`config.mk`:
```
export PLATFORM = sky130hd
export DESIGN_NAME = serial_frame_receiver_crc_check
export DESIGN_NICKNAME = d
export VERILOG_FILES = /design/src/rtl/sfr_pkg.sv /design/src/rtl/serial_frame_receiver_crc_check.sv /design/src/rtl/sfr_crc.sv /design/src/rtl/sfr_parser.sv
export VERILOG_INCLUDE_DIRS = /design/src /design/src/rtl
export SDC_FILE = /design/constraint.sdc
export NUM_CORES = 1
export LEC_CHECK = 0
export ABC_AREA = 1
export BUFFER_PORTS_ARGS = -buffer_cell sky130_fd_sc_hd__buf_2
export CAP_MARGIN = 10
export CORE_MARGIN = 3
export CORE_UTILIZATION = 60
export DETAILED_ROUTE_END_ITERATION = 6
export PLACE_DENSITY_LB_ADDON = 0.25
export SLEW_MARGIN = 20
export SYNTH_ARGS = -nofsm -noshare
export SYNTH_HDL_FRONTEND = slang
export SYNTH_SLANG_ARGS = --single-unit
```
`constraint.sdc`:
```
create_clock -name clk -period 6.8 [get_ports clk]
set_clock_uncertainty 0.05 [all_clocks]
set_input_delay 0.34 -clock clk [delete_from_list [all_inputs] [get_ports clk]]
set_output_delay 0.34 -clock clk [all_outputs]
set_load 0.1 [all_outputs]
```
`src/rtl/serial_frame_receiver_crc_check_macros.svh`:
```
// Assertion helpers shared by the RTL. Define NO_ASSERTIONS to compile them away.
`ifndef SERIAL_FRAME_RECEIVER_CRC_CHECK_MACROS_SVH
`define SERIAL_FRAME_RECEIVER_CRC_CHECK_MACROS_SVH

`ifndef NO_ASSERTIONS
// Same-cycle implication, held off during reset.
`define SFR_ASSERT_IMP(label, clk, rst_n, ante, cons, msg) \
  label: assert property (@(posedge clk) disable iff (!rst_n) (ante) |-> (cons)) \
    else $error(msg);
// Next-cycle implication, held off during reset.
`define SFR_ASSERT_NXT(label, clk, rst_n, ante, cons, msg) \
  label: assert property (@(posedge clk) disable iff (!rst_n) (ante) |=> (cons)) \
    else $error(msg);
`else
`define SFR_ASSERT_IMP(label, clk, rst_n, ante, cons, msg)
`define SFR_ASSERT_NXT(label, clk, rst_n, ante, cons, msg)
`endif

`endif

```
`src/rtl/sfr_pkg.sv`:
```
package sfr_pkg;

  localparam int FRAME_STORE_BYTES = 256;
  localparam int POS_W = $clog2(FRAME_STORE_BYTES);
  // Compare width: covers the position and the payload length plus the trailer offsets.
  localparam int CMP_W = ((POS_W > 8) ? POS_W : 8) + 2;

  localparam logic [7:0] START_BYTE = 8'd2;
  localparam logic [7:0] END_BYTE   = 8'd3;

  localparam int CFG_ADDR_W = 3;
  localparam logic REG_POLY  = 1'b0;
  localparam logic REG_START = 1'b1;

  localparam logic [15:0] POLY_RESET  = 16'h1021;
  localparam logic [15:0] START_RESET = 16'h0000;

  typedef enum logic [1:0] {
    DROP_NONE  = 2'd0,
    DROP_START = 2'd1,
    DROP_FRAME = 2'd2
  } drop_t;

  typedef struct packed {
    logic [7:0] payload_byte;
    logic       payload_valid;
    logic [7:0] payload_index;
    logic       frame_done;
    logic       crc_ok;
    logic [7:0] frame_length;
    drop_t      drop_code;
  } res_t;

  typedef struct packed {
    logic hunting;   // position at zero, waiting for a start byte
  } st_t;

endpackage

```
`src/rtl/serial_frame_receiver_crc_check.sv`:
```
// Serial frame receiver with CRC-16 check. Takes one received byte per beat on in_ and
// returns one result beat per input beat on out_, in order. Frames are: start byte 2,
// length byte L, L payload bytes, CRC-16 high byte first, end byte 3. Payload bytes come
// out at once with their index (out_tuser[0] set); the end byte gives out_tlast with the
// length and the CRC match flag. A bad start byte drops the frame with drop code 1; a bad
// end byte or a frame reaching the store size drops it with code 2, and the block hunts
// for the next start byte. The CRC is MSB-first, unreflected, no final XOR; polynomial
// (offset 0x0, reset 0x1021) and start value (offset 0x4, reset 0x0000) are set over the
// cfg_ port; the user must do so only while the block is idle, which the block does not
// enforce. A new start value applies from the next length byte, a new polynomial from the
// next payload byte. Rate: one byte per clock sustained unless out_ stalls; a byte passes
// the input, then the result register. The byte-wide CRC update into the CRC register sets
// the clock limit. Either register may hold a beat while the other side stalls.
`include "serial_frame_receiver_crc_check_macros.svh"

module serial_frame_receiver_crc_check (
  input  logic                           clk,
  input  logic                           rst_n,
  // input stream
  input  logic                           in_tvalid,
  output logic                           in_tready,
  input  logic [7:0]                     in_tdata,   // [7:0] data_byte
  // result stream
  output logic                           out_tvalid,
  input  logic                           out_tready,
  // [7:0] payload_byte, [15:8] payload_index, [16] crc_ok, [24:17] frame_length, rest zero
  output logic [31:0]                    out_tdata,
  output logic [2:0]                     out_tuser,  // [0] payload_valid, [2:1] drop_code
  output logic                           out_tlast,  // frame_done
  // configuration
  input  logic                           cfg_psel,
  input  logic                           cfg_penable,
  input  logic                           cfg_pwrite,
  input  logic [sfr_pkg::CFG_ADDR_W-1:0] cfg_paddr,
  input  logic [31:0]                    cfg_pwdata,
  output logic [31:0]                    cfg_prdata,
  output logic                           cfg_pready
);

  logic          in_valid_r;
  logic [7:0]    in_data_r;
  logic          out_valid_r;
  sfr_pkg::res_t res_r;
  sfr_pkg::res_t res;
  sfr_pkg::st_t  st;
  logic          step;
  logic          cfg_wr;
  logic [15:0]   poly_r;
  logic [15:0]   start_r;

  // Advance the input register into the result register when the result slot frees up.
  assign step      = in_valid_r && (!out_valid_r || out_tready);
  assign in_tready = !in_valid_r || !out_valid_r || out_tready;

  always_ff @(posedge clk) begin
    if (!rst_n) begin
      in_valid_r <= 1'b0;
    end else if (in_tready) begin
      in_valid_r <= in_tvalid;
    end
  end

  // Hold the byte while the input register is stalled.
  always_ff @(posedge clk) begin
    if (in_tvalid && in_tready) begin
      in_data_r <= in_tdata;
    end
  end

  sfr_parser u_parser (
    .clk       (clk),
    .rst_n     (rst_n),
    .step      (step),
    .data      (in_data_r),
    .crc_poly  (poly_r),
    .crc_start (start_r),
    .res       (res),
    .st        (st)
  );

  always_ff @(posedge clk) begin
    if (!rst_n) begin
      out_valid_r <= 1'b0;
    end else if (step) begin
      out_valid_r <= 1'b1;
    end else if (out_tready) begin
      out_valid_r <= 1'b0;
    end
  end

  always_ff @(posedge clk) begin
    if (step) begin
      res_r <= res;
    end
  end

  assign out_tvalid = out_valid_r;
  assign out_tdata  = {7'd0, res_r.frame_length, res_r.crc_ok,
                       res_r.payload_index, res_r.payload_byte};
  assign out_tuser  = {res_r.drop_code, res_r.payload_valid};
  assign out_tlast  = res_r.frame_done;

  // Configuration registers; decode on the word address bit only.
  assign cfg_pready = 1'b1;
  assign cfg_wr     = cfg_psel && cfg_penable && cfg_pwrite && cfg_pready;

  always_ff @(posedge clk) begin
    if (!rst_n) begin
      poly_r  <= sfr_pkg::POLY_RESET;
      start_r <= sfr_pkg::START_RESET;
    end else if (cfg_wr) begin
      unique case (cfg_paddr[2])
        sfr_pkg::REG_POLY:  poly_r  <= cfg_pwdata[15:0];
        sfr_pkg::REG_START: start_r <= cfg_pwdata[15:0];
        default: ;
      endcase
    end
  end

  always_comb begin
    unique case (cfg_paddr[2])
      sfr_pkg::REG_POLY:  cfg_prdata = {16'd0, poly_r};
      sfr_pkg::REG_START: cfg_prdata = {16'd0, start_r};
      default:            cfg_prdata = '0;
    endcase
  end

  // Any drop must send the parser back to hunting for a start byte.
  `SFR_ASSERT_NXT(a_drop_rehunt, clk, rst_n,
    step && (res.drop_code != sfr_pkg::DROP_NONE), st.hunting,
    "drop did not return the parser to hunting")
  // A finished frame returns to hunting too.
  `SFR_ASSERT_NXT(a_done_rehunt, clk, rst_n, step && res.frame_done, st.hunting,
    "frame end did not return the parser to hunting")
  // A result beat is at most one of payload, frame end or drop.
  `SFR_ASSERT_IMP(a_one_kind, clk, rst_n, out_tvalid,
    !(out_tuser[0] && out_tlast) &&
    !((out_tuser[0] || out_tlast) && (out_tuser[2:1] != sfr_pkg::DROP_NONE)),
    "result beat carries more than one kind")
  // Frame end fields stay zero outside a frame end beat.
  `SFR_ASSERT_IMP(a_end_fields, clk, rst_n, out_tvalid && !out_tlast,
    !out_tdata[16] && (out_tdata[24:17] == 8'd0),
    "frame end fields set outside a frame end")

endmodule

```
`src/rtl/sfr_crc.sv`:
```
module sfr_crc (
  input  logic [15:0] crc_in,
  input  logic [7:0]  data,
  input  logic [15:0] poly,
  output logic [15:0] crc_out
);

  // MSB-first, one bit per step over the byte.
  always_comb begin
    logic [15:0] c;
    c = crc_in ^ {data, 8'h00};
    for (int i = 0; i < 8; i++) begin
      if (c[15]) begin
        c = {c[14:0], 1'b0} ^ poly;
      end else begin
        c = {c[14:0], 1'b0};
      end
    end
    crc_out = c;
  end

endmodule

```
`src/rtl/sfr_parser.sv`:
```
module sfr_parser (
  input  logic                clk,
  input  logic                rst_n,
  input  logic                step,
  input  logic [7:0]          data,
  input  logic [15:0]         crc_poly,
  input  logic [15:0]         crc_start,
  output sfr_pkg::res_t       res,
  output sfr_pkg::st_t        st
);

  logic [sfr_pkg::POS_W-1:0] pos_r, pos_nxt;
  logic [7:0]  start_r, start_nxt;
  logic [7:0]  len_r, len_nxt;
  logic [15:0] crc_r, crc_nxt;
  logic [7:0]  rx_hi_r, rx_hi_nxt;
  logic [7:0]  rx_lo_r, rx_lo_nxt;
  logic [15:0] crc_upd;
  logic [sfr_pkg::CMP_W-1:0] pos_ext, len_ext;

  sfr_crc u_crc (
    .crc_in  (crc_r),
    .data    (data),
    .poly    (crc_poly),
    .crc_out (crc_upd)
  );

  assign pos_ext = sfr_pkg::CMP_W'(pos_r);
  assign len_ext = sfr_pkg::CMP_W'(len_r);

  always_comb begin
    pos_nxt   = pos_r;
    start_nxt = start_r;
    len_nxt   = len_r;
    crc_nxt   = crc_r;
    rx_hi_nxt = rx_hi_r;
    rx_lo_nxt = rx_lo_r;
    res       = '0;
    res.drop_code = sfr_pkg::DROP_NONE;
    priority if (pos_r == '0) begin
      start_nxt = data;
      pos_nxt   = sfr_pkg::POS_W'(1);
    end else if (pos_r == sfr_pkg::POS_W'(1)) begin
      if (start_r != sfr_pkg::START_BYTE) begin
        res.drop_code = sfr_pkg::DROP_START;
        pos_nxt       = '0;
      end else begin
        len_nxt = data;
        crc_nxt = crc_start;
        pos_nxt = sfr_pkg::POS_W'(2);
      end
    end else if (pos_r == sfr_pkg::POS_W'(sfr_pkg::FRAME_STORE_BYTES - 1)) begin
      res.drop_code = sfr_pkg::DROP_FRAME;
      pos_nxt       = '0;
    end else if (pos_ext < len_ext + sfr_pkg::CMP_W'(2)) begin
      res.payload_byte  = data;
      res.payload_valid = 1'b1;
      res.payload_index = 8'(pos_ext - sfr_pkg::CMP_W'(2));
      crc_nxt = crc_upd;
      pos_nxt = pos_r + 1'b1;
    end else if (pos_ext == len_ext + sfr_pkg::CMP_W'(2)) begin
      rx_hi_nxt = data;
      pos_nxt   = pos_r + 1'b1;
    end else if (pos_ext == len_ext + sfr_pkg::CMP_W'(3)) begin
      rx_lo_nxt = data;
      pos_nxt   = pos_r + 1'b1;
    end else begin
      if (data == sfr_pkg::END_BYTE) begin
        res.frame_done   = 1'b1;
        res.crc_ok       = (crc_r == {rx_hi_r, rx_lo_r});
        res.frame_length = len_r;
      end else begin
        res.drop_code = sfr_pkg::DROP_FRAME;
      end
      pos_nxt = '0;
    end
  end

  assign st.hunting = (pos_r == '0);

  always_ff @(posedge clk) begin
    if (!rst_n) begin
      pos_r <= '0;
    end else if (step) begin
      pos_r <= pos_nxt;
    end
  end

  always_ff @(posedge clk) begin
    if (step) begin
      start_r <= start_nxt;
      len_r   <= len_nxt;
      crc_r   <= crc_nxt;
      rx_hi_r <= rx_hi_nxt;
      rx_lo_r <= rx_lo_nxt;
    end
  end

endmodule
```
==> flow_summary.json <==
{
  "cp-end-kind": "flop",
  "timing.reg2reg.worst_path_depth": 26,
  "drt-vias-per-instance": 5.51,
  "clock_power_share": 0.312,
  "actual_slew_at_the_worst_max_slew_pin_ns": 0.898,
  "cts_hold_buf": 0,
  "worstHoldPathCells": 1,
  "cpPeakStageDelay_ns": 0.54,
  "power.leakage_nw": 4.23,
  "initial_core_util": 0.626,
  "core.rowCount": 42,
  "synth.yosys.warnings": 0,
  "drt_iter0_drc": 772,
  "share_seq_of_total_power": 0.356,
  "clk-insertion-delay-late_ns": 0.42,
  "grt_first_pass_wirelength_um": 34800,
  "tritoncts_num_sinks": 127,
  "timing.final.hold_violations": 0,
  "timing.hold.worst.class": "in -> reg",
  "via_count": 7563,
  "vias_in_the_first_global_route": 6882,
  "post-synth-top-area-fraction": 0.302,
  "yosysSeqAreaShare": 0.401,
  "setup_slack_ns": 1.76,
  "fp.dieH_um": 125,
  "maxCapViolCount": 0,
  "area.growth.synth_to_final_pct": 10.3,
  "internal_power_mw": 1.59,
  "path_clk_slew_ns": 0.06,
  "clock_root_buffer_master": "sky130_fd_sc_hd__clkbuf_16",
  "ant_nets": 0,
  "critPathArrivalTime_ns": 5.15,
  "synthesis.area_per_instance_um2": 7.49,
  "dp_hpwl_um": 15400,
  "finish.net_count": 1250,
  "finish.utilization": 0.690,
  "path_class": "reg -> reg",
  "pd_cells_nw_per_um2": 281,
  "route.final.wire_length_um": 21700,
  "drv_slew": 0,
  "setup_repair_after_global_routing_missed_its_margin": "false",
  "place_ws_ns": 1.88,
  "seq_area_um2": 3390,
  "vdd_ir_drop_max_v": 0.000215,
  "synth_enable_flop_cells": 85,
  "synthFlopType": "sky130_fd_sc_hd__edfxtp_1",
  "cts_tree": "yes",
  "postSynth.asyncResetShare": 0,
  "timing.final.crit_share": 0.741,
  "crit_fanout": 32,
  "tritoncts.num_buffers": 17,
  "die_w_um": 125,
  "critical_path_required_ns": 6.91,
  "synth_area_leaders": "sky130_fd_sc_hd__edfxtp_1 30%, sky130_fd_sc_hd__nand2_1 13%, sky130_fd_sc_hd__dfxtp_1 9.9%",
  "drt_first_pass_iters": 6,
  "min_period_ns": 5.04,
  "drt_drc_violations_left": 0,
  "grt_overflow_total": 0,
  "worst_slew_margin_rel": 0.399,
  "finalInstanceArea_um2": 9330,
  "status": "finished clean",
  "synth_cell_types": 38,
  "core_area_um2": 13500,
  "design.die.area_um2": 15500,
  "cts_htree_levels": 4,
  "grt.total_usage": 0.278,
  "n_fill_cell": 1127,
  "tns_ns": 0,
  "power.share.combinational": 0.332,
  "antenna_violations_before_repair": 0,
  "p_switching_mw": 1.03,
  "multiInputGateArea_um2": 4260,
  "design.portCount": 121,
  "cts_repair_resize_count": 0,
  "ctsLongestPathBuffers": 2,
  "grt_max_degree": 39,
  "crit_path_top_delay_cell": "sky130_fd_sc_hd__edfxtp_1",
  "timing.hold.ws_ns": 0.0435,
  "place.gp.congestion": 0.937,
  "setup-violations-final": 0,
  "postSynthCellCount": 1128,
  "portBuffers": 78,
  "fmaxAchievable_ghz": 0.199,
  "postCtsSetupBuffers": 0,
  "synth.cell_area_um2": 8450,
  "drt-wirelength-per-cell_um": 15.8,
  "start_kind": "flop",
  "power_switching_share": 0.393,
  "netlist.top_cell.by_area": "sky130_fd_sc_hd__edfxtp_1",
  "synth_seq_cells": 127,
  "postPlaceCellArea_um2": 8780,
  "antenna_cells": 0,
  "fraction_of_final_layout_cells_sized_beyond_drive_strength_1": 0.125
}
-- worst paths after layout --
| kind | start | end | slack [ns] |
|---|---|---|---|
| max | in_data_r[7] | u_parser.crc_r[4] | 1.76 |
| min | in_tdata[6] | in_data_r[6] | 0.04 |
| max reg2reg | in_data_r[7] | u_parser.crc_r[4] | 1.76 |
| min reg2reg | in_valid_r | out_tvalid | 0.43 |
-- area by class of cell --
class | count | area share
clock buffer | 19 | 0.0475
sequential | 127 | 0.364
multi-input combinational | 828 | 0.457
tap | 176 | 0.0236
clock inverter | 13 | 0.0101
timing repair buffer | 85 | 0.0475
inverter | 125 | 0.0503
-- stage by stage --
step	power (mW)	std cells
global placement	1.78	1341
detailed placement	1.80	1341
floorplan	1.67	1150
CTS	2.62	1373
global route	2.76	1373
finish	2.62	1373
-- power by group through the flow --
stage	clock network [mW]	logic [mW]	registers [mW]
final	0.817	0.870	0.931
after global routing	0.860	0.966	0.935
after CTS	0.825	0.862	0.929
after detailed placement	0	0.857	0.944
after global placement	0	0.837	0.943
after floorplan	0	0.663	1.01
-- layout by cell type (no fill, tap or decap), types with 2 or more instances in the layout --
master | Yosys | routed
sky130_fd_sc_hd__xor2_1 | 64 | 64
sky130_fd_sc_hd__inv_1 | 113 | 113
sky130_fd_sc_hd__nand3_1 | 127 | 127
sky130_fd_sc_hd__clkinv_2 | 0 | 2
sky130_fd_sc_hd__nor2_2 | 3 | 3
sky130_fd_sc_hd__nand4_1 | 6 | 6
sky130_fd_sc_hd__clkinv_4 | 0 | 3
sky130_fd_sc_hd__a21oi_1 | 26 | 26
sky130_fd_sc_hd__conb_1 | 2 | 24
sky130_fd_sc_hd__nor4_1 | 11 | 11
sky130_fd_sc_hd__or2_2 | 2 | 2
sky130_fd_sc_hd__nor2_1 | 106 | 106
sky130_fd_sc_hd__buf_2 | 17 | 78
sky130_fd_sc_hd__xnor2_1 | 33 | 33
sky130_fd_sc_hd__clkinv_1 | 4 | 5
sky130_fd_sc_hd__clkinvlp_4 | 0 | 6
sky130_fd_sc_hd__dfxtp_1 | 42 | 42
sky130_fd_sc_hd__edfxtp_1 | 85 | 85
sky130_fd_sc_hd__nand2_2 | 8 | 8
sky130_fd_sc_hd__nor3_1 | 6 | 5
sky130_fd_sc_hd__inv_2 | 8 | 8
sky130_fd_sc_hd__a211oi_1 | 5 | 5
sky130_fd_sc_hd__nand2_4 | 8 | 8
sky130_fd_sc_hd__buf_4 | 29 | 7
sky130_fd_sc_hd__nand2_1 | 294 | 294
sky130_fd_sc_hd__o21ai_0 | 72 | 72
sky130_fd_sc_hd__clkbuf_16 | 0 | 17
sky130_fd_sc_hd__o21bai_1 | 3 | 3
sky130_fd_sc_hd__ha_1 | 16 | 16
sky130_fd_sc_hd__nand3_2 | 4 | 4
-- synthesized netlist by cell type, types with 4 or more instances --
| cell type | instances |
|---|---|
| sky130_fd_sc_hd__nand2_1 | 294 |
| sky130_fd_sc_hd__nand3_1 | 127 |
| sky130_fd_sc_hd__inv_1 | 113 |
| sky130_fd_sc_hd__nor2_1 | 106 |
| sky130_fd_sc_hd__edfxtp_1 | 85 |
| sky130_fd_sc_hd__o21ai_0 | 72 |
| sky130_fd_sc_hd__xor2_1 | 64 |
| sky130_fd_sc_hd__dfxtp_1 | 42 |
| sky130_fd_sc_hd__xnor2_1 | 33 |
| sky130_fd_sc_hd__buf_4 | 29 |
| sky130_fd_sc_hd__a21oi_1 | 26 |
| sky130_fd_sc_hd__clkbuf_1 | 21 |
| sky130_fd_sc_hd__buf_2 | 17 |
| sky130_fd_sc_hd__ha_1 | 16 |
| sky130_fd_sc_hd__nor4_1 | 11 |
| sky130_fd_sc_hd__inv_2 | 8 |
| sky130_fd_sc_hd__nand2_2 | 8 |
| sky130_fd_sc_hd__nand2_4 | 8 |
| sky130_fd_sc_hd__nand4_1 | 6 |
| sky130_fd_sc_hd__nor3_1 | 6 |
| sky130_fd_sc_hd__a211oi_1 | 5 |
| sky130_fd_sc_hd__clkinv_1 | 4 |
| sky130_fd_sc_hd__nand3_2 | 4 |
-- routing by layer --
metal / vias up / routed length [µm] / track usage
met2: 390 / 9590 / 0.429
met1: 3434 / 9630 / 0.397
met4: 0 / 321 / 0.0787
met3: 31 / 2120 / 0.0587
met5: - / 0 / 0
li1: 3708 / - / -
-- critical path: cells and delay by family, from the launching register on --
kind,cells,cell delay [ns]
buf+inv,1,0.18
flops,1,0.54
simple gates,25,3.97
-- sequential cells by signal (all words and copies together), names as in the netlist --
register          count
in_valid_r            1
u_parser.crc_r       16
start_r              16
in_data_r             8
u_parser.len_r        8
u_parser.rx_hi_r      8
u_parser.rx_lo_r      8
u_parser.start_r      8
u_parser.pos_r        8
out_tlast             1
out_tvalid            1
poly_r               16
out_tuser             3
out_tdata            25
-- cells by family after synthesis --
| group | count (synthesis) | synth area share |
|---|---|---|
| flops | 127 | 0.401 |
| compound gates | 112 | 0.0703 |
| simple gates | 579 | 0.299 |
| buf+inv | 195 | 0.105 |
| fa+ha+maj | 16 | 0.0237 |
| other cells | 2 | 0.000888 |
| xor+xnor | 97 | 0.101 |
Note: power is estimated with default switching activity, not from simulation.
